**src/rtl/dsf_pkg.sv**
```systemverilog
// ----------------------------------------------------------------------------
// dsf_pkg: shared types and codes for the dual-stream packet FIFO
// Transaction formats, command, status and policy codes, default sizes.
// ----------------------------------------------------------------------------
`timescale 1ns / 1ps
`default_nettype none

package dsf_pkg;

    localparam int DEF_RING_DEPTH   = 16;
    localparam int DEF_PACKET_WIDTH = 32;

    // APB address: one register at byte address 0
    localparam int ADDR_W = 3;
    localparam logic [ADDR_W-3:0] REG_OVERFLOW_POLICY = 1'b0;

    localparam logic [1:0] CMD_PUSH = 2'd0;
    localparam logic [1:0] CMD_POP  = 2'd1;
    localparam logic [1:0] CMD_EOS  = 2'd2;

    localparam logic [1:0] POL_REJECT   = 2'd0;
    localparam logic [1:0] POL_DROP     = 2'd1;
    localparam logic [1:0] POL_HOLD     = 2'd2;
    localparam logic [1:0] POL_RESERVED = 2'd3;

    localparam logic [2:0] ST_OK     = 3'd0;
    localparam logic [2:0] ST_EMPTY  = 3'd1;
    localparam logic [2:0] ST_EOS    = 3'd2;
    localparam logic [2:0] ST_FULL   = 3'd3;
    localparam logic [2:0] ST_CLOSED = 3'd4;
    localparam logic [2:0] ST_RETRY  = 3'd5;

    typedef struct packed {
        logic [1:0]  command;
        logic        stream_select;
        logic [31:0] payload;
    } cmd_item_t;

    typedef struct packed {
        logic [2:0]  status;
        logic [31:0] data_out;
        logic [4:0]  fill_count;
        logic        stream_drained;
    } rsp_item_t;

    // result fields known at accept time; data comes from the store read
    typedef struct packed {
        logic [2:0] status;
        logic       pop_ok;
        logic [4:0] fill_count;
        logic       stream_drained;
    } rsp_meta_t;

    typedef struct packed {
        logic we;
        logic re;
    } store_ctl_t;

endpackage

`default_nettype wire

```
**src/rtl/dsf_cfg.sv**
```systemverilog
// ----------------------------------------------------------------------------
// dsf_cfg: APB configuration register
// Holds the overflow policy; pready is tied high.
// ----------------------------------------------------------------------------
`timescale 1ns / 1ps
`default_nettype none

module dsf_cfg
    import dsf_pkg::*;
(
    input  wire logic              clk,
    input  wire logic              rst_n,
    input  wire logic              psel,
    input  wire logic              penable,
    input  wire logic              pwrite,
    input  wire logic [ADDR_W-1:0] paddr,
    input  wire logic [31:0]       pwdata,
    output logic      [31:0]       prdata,
    output logic                   pready,
    output logic      [1:0]        policy
);

    logic [1:0] policy_reg;
    logic [1:0] policy_next;
    logic       hit;

    assign hit    = (paddr[ADDR_W-1:2] == REG_OVERFLOW_POLICY);
    assign pready = 1'b1;
    assign policy = policy_reg;
    assign prdata = hit ? {30'b0, policy_reg} : 32'b0;

    always_comb
    begin
        policy_next = policy_reg;
        if (psel && penable && pwrite && pready && hit)
        begin
            policy_next = pwdata[1:0];
        end
    end

    always_ff @(posedge clk or negedge rst_n)
    begin
        if (!rst_n)
        begin
            policy_reg <= POL_REJECT;
        end
        else
        begin
            policy_reg <= policy_next;
        end
    end

endmodule

`default_nettype wire

```
**src/rtl/dsf_store.sv**
```systemverilog
// ----------------------------------------------------------------------------
// dsf_store: packet word memory for both rings
// One write port and one read port, read data registered.
// ----------------------------------------------------------------------------
`timescale 1ns / 1ps
`default_nettype none

module dsf_store
    import dsf_pkg::*;
#(
    parameter int RING_DEPTH   = DEF_RING_DEPTH,
    parameter int PACKET_WIDTH = DEF_PACKET_WIDTH,
    localparam int PTR_W       = $clog2(RING_DEPTH)
)
(
    input  wire logic                    clk,
    input  wire store_ctl_t              ctl,
    input  wire logic [PTR_W:0]          waddr,
    input  wire logic [PACKET_WIDTH-1:0] wdata,
    input  wire logic [PTR_W:0]          raddr,
    output logic      [PACKET_WIDTH-1:0] rdata
);

    localparam int ENTRIES = 2 << PTR_W;

    logic [PACKET_WIDTH-1:0] mem [ENTRIES];
    logic [PACKET_WIDTH-1:0] rdata_reg;

    assign rdata = rdata_reg;

    always_ff @(posedge clk)
    begin
        if (ctl.we)
        begin
            mem[waddr] <= wdata;
        end
    end

    always_ff @(posedge clk)
    begin
        if (ctl.re)
        begin
            rdata_reg <= mem[raddr];
        end
    end

endmodule

`default_nettype wire

```
**src/rtl/dsf_ctrl.sv**
```systemverilog
// ----------------------------------------------------------------------------
// dsf_ctrl: ring pointer control and result register
// Serves push, pop and end-of-stream, applies the overflow policy.
// ----------------------------------------------------------------------------
`timescale 1ns / 1ps
`default_nettype none

module dsf_ctrl
    import dsf_pkg::*;
#(
    parameter int RING_DEPTH   = DEF_RING_DEPTH,
    parameter int PACKET_WIDTH = DEF_PACKET_WIDTH,
    localparam int PTR_W       = $clog2(RING_DEPTH),
    localparam int CNT_W       = $clog2(RING_DEPTH + 1)
)
(
    input  wire logic                    clk,
    input  wire logic                    rst_n,
    input  wire logic [1:0]              policy,
    input  wire logic                    cmd_valid,
    input  wire cmd_item_t               cmd_item,
    output logic                         cmd_ready,
    output logic                         rsp_valid,
    input  wire logic                    rsp_ready,
    output rsp_meta_t                    meta,
    output store_ctl_t                   ctl,
    output logic      [PTR_W:0]          waddr,
    output logic      [PACKET_WIDTH-1:0] wdata,
    output logic      [PTR_W:0]          raddr
);

    logic [PTR_W-1:0] rp_reg   [2];
    logic [PTR_W-1:0] rp_next  [2];
    logic [PTR_W-1:0] wp_reg   [2];
    logic [PTR_W-1:0] wp_next  [2];
    logic [CNT_W-1:0] cnt_reg  [2];
    logic [CNT_W-1:0] cnt_next [2];
    logic [1:0]       ended_reg;
    logic [1:0]       ended_next;
    logic             out_valid_reg;
    logic             out_valid_next;
    rsp_meta_t        meta_reg;
    rsp_meta_t        meta_next;
    logic             accept;
    logic [PACKET_WIDTH+31:0] pay_ext;

    function automatic logic [PTR_W-1:0] adv(input logic [PTR_W-1:0] p);
        adv = (p == PTR_W'(RING_DEPTH - 1)) ? '0 : p + 1'b1;
    endfunction

    assign cmd_ready = !out_valid_reg || rsp_ready;
    assign accept    = cmd_valid && cmd_ready;
    assign rsp_valid = out_valid_reg;
    assign meta      = meta_reg;
    assign pay_ext   = {{PACKET_WIDTH{1'b0}}, cmd_item.payload};
    assign wdata     = pay_ext[PACKET_WIDTH-1:0];

    always_comb
    begin
        logic             sel;
        logic [1:0]       pol;
        logic [2:0]       status;
        logic             pop_ok;
        logic [CNT_W+4:0] fill_ext;

        sel        = cmd_item.stream_select;
        status     = ST_OK;
        pop_ok     = 1'b0;
        ctl        = '0;
        waddr      = {sel, wp_reg[sel]};
        raddr      = {sel, rp_reg[sel]};
        rp_next    = rp_reg;
        wp_next    = wp_reg;
        cnt_next   = cnt_reg;
        ended_next = ended_reg;

        case (policy)
            POL_DROP: pol = POL_DROP;
            POL_HOLD: pol = POL_HOLD;
            default:  pol = POL_REJECT;
        endcase

        if (accept)
        begin
            case (cmd_item.command)
                CMD_PUSH:
                begin
                    if (ended_reg[sel])
                    begin
                        status = (pol == POL_REJECT) ? ST_FULL : ST_CLOSED;
                    end
                    else if (cnt_reg[sel] == CNT_W'(RING_DEPTH))
                    begin
                        case (pol)
                            POL_DROP:
                            begin
                                // discard the head, keep the count at depth
                                rp_next[sel] = adv(rp_reg[sel]);
                                wp_next[sel] = adv(wp_reg[sel]);
                                ctl.we       = 1'b1;
                            end
                            POL_HOLD: status = ST_RETRY;
                            default:  status = ST_FULL;
                        endcase
                    end
                    else
                    begin
                        wp_next[sel]  = adv(wp_reg[sel]);
                        cnt_next[sel] = cnt_reg[sel] + 1'b1;
                        ctl.we        = 1'b1;
                    end
                end
                CMD_POP:
                begin
                    if (cnt_reg[sel] == '0)
                    begin
                        status = ended_reg[sel] ? ST_EOS : ST_EMPTY;
                    end
                    else
                    begin
                        rp_next[sel]  = adv(rp_reg[sel]);
                        cnt_next[sel] = cnt_reg[sel] - 1'b1;
                        ctl.re        = 1'b1;
                        pop_ok        = 1'b1;
                    end
                end
                CMD_EOS:
                begin
                    ended_next = 2'b11;
                end
                default:
                begin
                end
            endcase
        end

        fill_ext                 = {5'b0, cnt_next[sel]};
        meta_next.status         = status;
        meta_next.pop_ok         = pop_ok;
        meta_next.fill_count     = fill_ext[4:0];
        meta_next.stream_drained = ended_next[sel] && (cnt_next[sel] == '0);

        if (accept)
        begin
            out_valid_next = 1'b1;
        end
        else if (rsp_ready)
        begin
            out_valid_next = 1'b0;
        end
        else
        begin
            out_valid_next = out_valid_reg;
        end
    end

    always_ff @(posedge clk or negedge rst_n)
    begin
        if (!rst_n)
        begin
            rp_reg        <= '{default: '0};
            wp_reg        <= '{default: '0};
            cnt_reg       <= '{default: '0};
            ended_reg     <= '0;
            out_valid_reg <= 1'b0;
        end
        else
        begin
            rp_reg        <= rp_next;
            wp_reg        <= wp_next;
            cnt_reg       <= cnt_next;
            ended_reg     <= ended_next;
            out_valid_reg <= out_valid_next;
        end
    end

    always_ff @(posedge clk)
    begin
        if (accept)
        begin
            meta_reg <= meta_next;
        end
    end

`ifndef SYNTHESIS
    a_cnt_bound: assert property (@(posedge clk) disable iff (!rst_n)
        cnt_reg[0] <= CNT_W'(RING_DEPTH) && cnt_reg[1] <= CNT_W'(RING_DEPTH))
        else $error("ring count above depth");

    a_ptr_empty_full0: assert property (@(posedge clk) disable iff (!rst_n)
        (cnt_reg[0] == '0 || cnt_reg[0] == CNT_W'(RING_DEPTH)) |-> rp_reg[0] == wp_reg[0])
        else $error("video ring pointers disagree with count");

    a_ptr_empty_full1: assert property (@(posedge clk) disable iff (!rst_n)
        (cnt_reg[1] == '0 || cnt_reg[1] == CNT_W'(RING_DEPTH)) |-> rp_reg[1] == wp_reg[1])
        else $error("audio ring pointers disagree with count");

    a_eos_closes: assert property (@(posedge clk) disable iff (!rst_n)
        (accept && cmd_item.command == CMD_EOS) |=> ended_reg == 2'b11)
        else $error("end of stream did not close both rings");

    a_retry_holds: assert property (@(posedge clk) disable iff (!rst_n)
        (accept && meta_next.status == ST_RETRY)
            |=> cnt_reg[0] == $past(cnt_reg[0]) && cnt_reg[1] == $past(cnt_reg[1])
                && wp_reg[0] == $past(wp_reg[0]) && wp_reg[1] == $past(wp_reg[1]))
        else $error("retry changed ring state");
`endif

endmodule

`default_nettype wire

```
**src/rtl/dual_stream_packet_fifo_core.sv**
```systemverilog
// ----------------------------------------------------------------------------
// dual_stream_packet_fifo_core: two ring FIFOs (video, audio) in one memory
// Push, pop and end-of-stream commands with a configurable overflow policy.
//
//   channel   signals                                  role
//   cmd       cmd_valid / cmd_ready / cmd_item         command transaction in
//   rsp       rsp_valid / rsp_ready / rsp_item         one result per command
//   apb       psel penable pwrite paddr pwdata prdata  overflow policy register
//
// One command transaction per cycle while cmd_ready is high; its result
// appears from the result register in the next cycle, pop data straight
// from the registered memory read. cmd_ready drops only while a result
// waits and rsp_ready is low. Reset clears pointers, counts and end-of-stream
// flags at once; the word memory is not cleared and needs no clearing pass.
// ----------------------------------------------------------------------------
`timescale 1ns / 1ps
`default_nettype none

module dual_stream_packet_fifo_core
    import dsf_pkg::*;
#(
    parameter int RING_DEPTH   = DEF_RING_DEPTH,
    parameter int PACKET_WIDTH = DEF_PACKET_WIDTH
)
(
    input  wire logic              clk,
    input  wire logic              rst_n,
    input  wire logic              cmd_valid,
    output logic                   cmd_ready,
    input  wire cmd_item_t         cmd_item,
    output logic                   rsp_valid,
    input  wire logic              rsp_ready,
    output rsp_item_t              rsp_item,
    input  wire logic              psel,
    input  wire logic              penable,
    input  wire logic              pwrite,
    input  wire logic [ADDR_W-1:0] paddr,
    input  wire logic [31:0]       pwdata,
    output logic      [31:0]       prdata,
    output logic                   pready
);

    localparam int PTR_W = $clog2(RING_DEPTH);

    logic [1:0]              policy;
    rsp_meta_t               meta;
    store_ctl_t              ctl;
    logic [PTR_W:0]          waddr;
    logic [PTR_W:0]          raddr;
    logic [PACKET_WIDTH-1:0] wdata;
    logic [PACKET_WIDTH-1:0] rdata;
    logic [PACKET_WIDTH+31:0] rdata_ext;

    dsf_cfg u_cfg (
        .clk     (clk),
        .rst_n   (rst_n),
        .psel    (psel),
        .penable (penable),
        .pwrite  (pwrite),
        .paddr   (paddr),
        .pwdata  (pwdata),
        .prdata  (prdata),
        .pready  (pready),
        .policy  (policy)
    );

    dsf_ctrl #(
        .RING_DEPTH   (RING_DEPTH),
        .PACKET_WIDTH (PACKET_WIDTH)
    ) u_ctrl (
        .clk       (clk),
        .rst_n     (rst_n),
        .policy    (policy),
        .cmd_valid (cmd_valid),
        .cmd_item  (cmd_item),
        .cmd_ready (cmd_ready),
        .rsp_valid (rsp_valid),
        .rsp_ready (rsp_ready),
        .meta      (meta),
        .ctl       (ctl),
        .waddr     (waddr),
        .wdata     (wdata),
        .raddr     (raddr)
    );

    dsf_store #(
        .RING_DEPTH   (RING_DEPTH),
        .PACKET_WIDTH (PACKET_WIDTH)
    ) u_store (
        .clk   (clk),
        .ctl   (ctl),
        .waddr (waddr),
        .wdata (wdata),
        .raddr (raddr),
        .rdata (rdata)
    );

    // fit the stored word to the 32-bit result field
    assign rdata_ext = {32'b0, rdata};

    always_comb
    begin
        rsp_item.status         = meta.status;
        rsp_item.data_out       = meta.pop_ok ? rdata_ext[31:0] : 32'b0;
        rsp_item.fill_count     = meta.fill_count;
        rsp_item.stream_drained = meta.stream_drained;
    end

endmodule

`default_nettype wire
```
**config.mk**
```make
export PLATFORM = sky130hd
export DESIGN_NAME = dual_stream_packet_fifo_core
export DESIGN_NICKNAME = d
export VERILOG_FILES = /design/src/rtl/dsf_pkg.sv /design/src/rtl/dsf_cfg.sv /design/src/rtl/dsf_store.sv /design/src/rtl/dsf_ctrl.sv /design/src/rtl/dual_stream_packet_fifo_core.sv
export SDC_FILE = /design/constraint.sdc
export NUM_CORES = 1
export LEC_CHECK = 0
export BUFFER_PORTS_ARGS = -buffer_cell sky130_fd_sc_hd__buf_2
export CAP_MARGIN = 15
export CORE_ASPECT_RATIO = 1.75
export CORE_MARGIN = 8
export CORE_UTILIZATION = 62
export DETAILED_ROUTE_END_ITERATION = 8
export PLACE_DENSITY_LB_ADDON = 0.12
export RECOVER_POWER = 100
export SLEW_MARGIN = 15
export SYNTH_ARGS = -nofsm -noshare
export SYNTH_HDL_FRONTEND = slang
export SYNTH_HIERARCHICAL = 1
export SYNTH_SLANG_ARGS = --single-unit
export TNS_END_PERCENT = 50
```
**constraint.sdc**
```tcl
create_clock -name clk -period 5 [get_ports clk]
set_input_delay 0.25 -clock clk [delete_from_list [all_inputs] [get_ports clk]]
set_output_delay 0.25 -clock clk [all_outputs]
set_load 0.02 [all_outputs]
```
==> results.md <==
* Synthesized flop and latch total at 1097
* Ports at 153
* Worst Hold Class: input pin to flip-flop
* Synthesized area at about 44000 sq um
* Max Clk Rate at 232 MHz
* Wirelength per Cell at roughly 28 um
* H-tree depth at 3
* Crit path time final at 4.30 ns
* Commonest non-fill, non-tap cells in the layout: edfxtp_1, mux2i_1, nand2_1, nand3_1, a21oi_1
* Final setup viols at 0
* Worst path depth at 9
* Hold WS at 0.175 ns
* Total CTS buffers at 92
* Core Rows at 129
* DIE WIDTH at 218 um
* Unrepaired setup endpoints after global routing: no
* Crit path DAT at 4.65 ns
* Netlist cell types at 71
* Dpl cell area at 45700 sq um
* Tightest Pin Transition at 1.78 ns
* Max incr delay on CP at between 1 and 1.5 ns
* Clock Path Buffers at 3
* Post-DRT Antenna Nets at 0
* Post-synthesis average cell area at 16.9 sq um
* Relative slew slack at -18.4%
* Share of layout cells above drive strength 1 at a little under an eighth
* MaxCap Viol Count at 2
* Vias per inst at 6.41
* Grt total ovfl at 0
* Post-Synth Adder-Cell Area at less than 1%
* Status: finished, violations left
* First-iteration detailed-routing DRC count at 2320
* Number of synthesized flops with an enable pin at between 1000 and 1500
* Clock Pin Slew Worst Setup and Hold Paths at 0.06 ns
* Clock sinks at 1097
* Hold_buf cts at 9
* CTS Root Cell: clkbuf_16
* Async set-reset flop share out of synthesis at 2.83%
* CTS resizes at 0
* Largest family of logic cells by synthesized area: multiplexers
* Vias at 23656
* FF-to-FF path depth at 8
* Peak VDD IR at 0.407 mV
* Power, Total at 0.0235 W
* Sequential-to-total area share from yosys stat at 74.3%
* CP Capture Type: flip-flop
* CTS tree: built
* Type of the worst setup path: input pin to flip-flop
* Synth Area in Compound Gates at approximately 5.3%
* First-pass GRT wire length at 151000 um
* DRC at 0
* Hold depth at 3
* Setup_tns at 0 ns
* Initial antenna violation count at 6
* Critical path buffers and inverters at 4
* Static Leakage at roughly 17 nW
* HPWL Detailed at roughly 58000 um
* Post-CTS Setup Bufs at 0
* Area of the core at a little over 70000 sq um
* Chip height at 369 um
* Layout Area Growth over Synthesis at 10.3%
* Final clock skew at 0.0179 ns
* Worst-Skew Late Latency at around 0.66 ns
* Vias in the first global route at 24273
* Critical path fanouts, max at 53
* Util after Layout at 69.0%
* Commonest non-fill, non-tap cell in the layout: edfxtp_1
* Post-synthesis simple-gate area fraction at 4.62%
* Initial Utilization at 62.6%
* GRT Total Usage at 25.4%
* Failing checks: capacitance limit, slew limit
* Largest net degree at the start of global routing at 84
* Ys Warns at 6
* Pwr Density at 483 nW/um^2
* Fin nets at between 2000 and 3000
* DR pass1 iterations at 5
* Xor/xnor share of the synthesized area at 0.159%
* Data required time of the worst path at 5.35 ns
* Cell chain of the critical path: dlygate4sd3_1 -> clkbuf_1 -> buf_4 -> mux2_1 -> and2_2 -> clkbuf_1 -> a21oi_1 -> a31oi_1 -> nand3_1
* Largest register FFs at 1024
* Die area at 80300 sq um
* Worst setup SP type: input pin
* Most frequent CP cell: clkbuf_1
* CP max stage cell: and2_2
* Ys flop type: edfxtp_1
* Quantity of I/O buffers inserted on ports at 89
* Gpl congestion at just under 0.9
* Final Max Slew Viols at 65
* Post-route cell area at 48700 sq um
* Final Hold Viols at 0
* Mux contribution to synthesized area at between 10% and 20%
* Crit-path leading delay family: buffers and inverters
* Final WL at 103000 um
* Fin crit share at a little under nine tenths
* Post-Syn Instances at 2607
## cell type report
type / count / area [sq um]
tap: 917 / 1150
clock inverter: 57 / 637
clock buffer: 114 / 2490
antenna: 1 / 2.50
timing repair buffer: 173 / 1270
inverter: 11 / 41.3
sequential: 1097 / 32800
fill: 4577 / 21900
multi-input combinational: 1323 / 10300
## synthesized netlist by cell type (all sizes together), types with 4 or more instances
master / number / area (sq um)
edfxtp: 1066 / 32000
mux2i: 519 / 5200
buf: 158 / 1130
nand2: 125 / 469
nand3: 103 / 515
a21oi: 101 / 505
a22oi: 96 / 721
a22o: 67 / 587
nor2: 48 / 180
clkbuf: 47 / 188
a31oi: 37 / 231
nor3: 37 / 185
and2: 35 / 259
dfrtp: 31 / 776
mux2: 24 / 278
inv: 11 / 41.3
o21ai: 10 / 50.1
nand2b: 9 / 63.8
nand3b: 7 / 52.6
ha: 6 / 75.1
xnor2: 6 / 52.6
o31a: 4 / 36.3
or3b: 4 / 35.0
## cells by family after synthesis
| kind of cell | Yosys count |
|---|---|
| flip-flops | 1097 |
| multiplexers | 543 |
| AND/OR/NAND/NOR | 398 |
| AO/OA/AOI/OAI | 337 |
| buffers and inverters | 216 |
| XOR/XNOR | 8 |
| adder cells (fa/ha/maj) | 6 |
| other | 2 |
## final timing paths
kind / startpoint / endpoint / slack (ns)
max: cmd_item[32] / u_store/rdata[1] / 0.70
min reg2reg: u_ctrl/wp_reg[2] / u_ctrl/wp_reg[2] / 0.47
max in group asynchronous: rst_n / u_ctrl/wp_reg[2] / 3.38
min in group asynchronous: rst_n / u_ctrl/rsp_valid / 0.58
min: cmd_item[33] / u_ctrl/ended_reg[1] / 0.17
max reg2reg: u_ctrl/cnt_reg[6] / u_store/mem[16][17] / 1.16
## metrics by stage
| step | cells | setup WS [ns] |
|---|---|---|
| 2_1_floorplan | 2636 | 0.921 |
| 3_3_place_gp | 3512 | 1.05 |
| 3_5_place_dp | 3512 | 1.01 |
| 4_1_cts | 3692 | 1.16 |
| 5_1_grt | 3692 | 0.497 |
| 6_report | 3693 | 0.699 |
## power by group
group | leakage (nW) | internal (W) | switching [W]
combinational | 5.32 | 0.00228 | 0.00351
clock | 1.52 | 0.00422 | 0.00316
sequential | 9.98 | 0.0102 | 0.0000834
## layer usage
layer  track usage (%)  share of wire [%]
met4              11.4                4.3
met1              31.5                 38
met5                 0              0.056
met2              43.9                 51
met3              3.75                6.7
## worst reg2reg max path, delay by kind of cell, from the launching register on
family / cells / cell delay [ns]
AOI/OAI and AO/OA: 2 / 0.80
adders and majority gates: 1 / 0.33
buffers and inverters: 1 / 0.28
DFF: 1 / 0.40
muxes: 1 / 0.13
and+or+nand+nor: 3 / 1.60
Power figures use the tool's default switching activity.
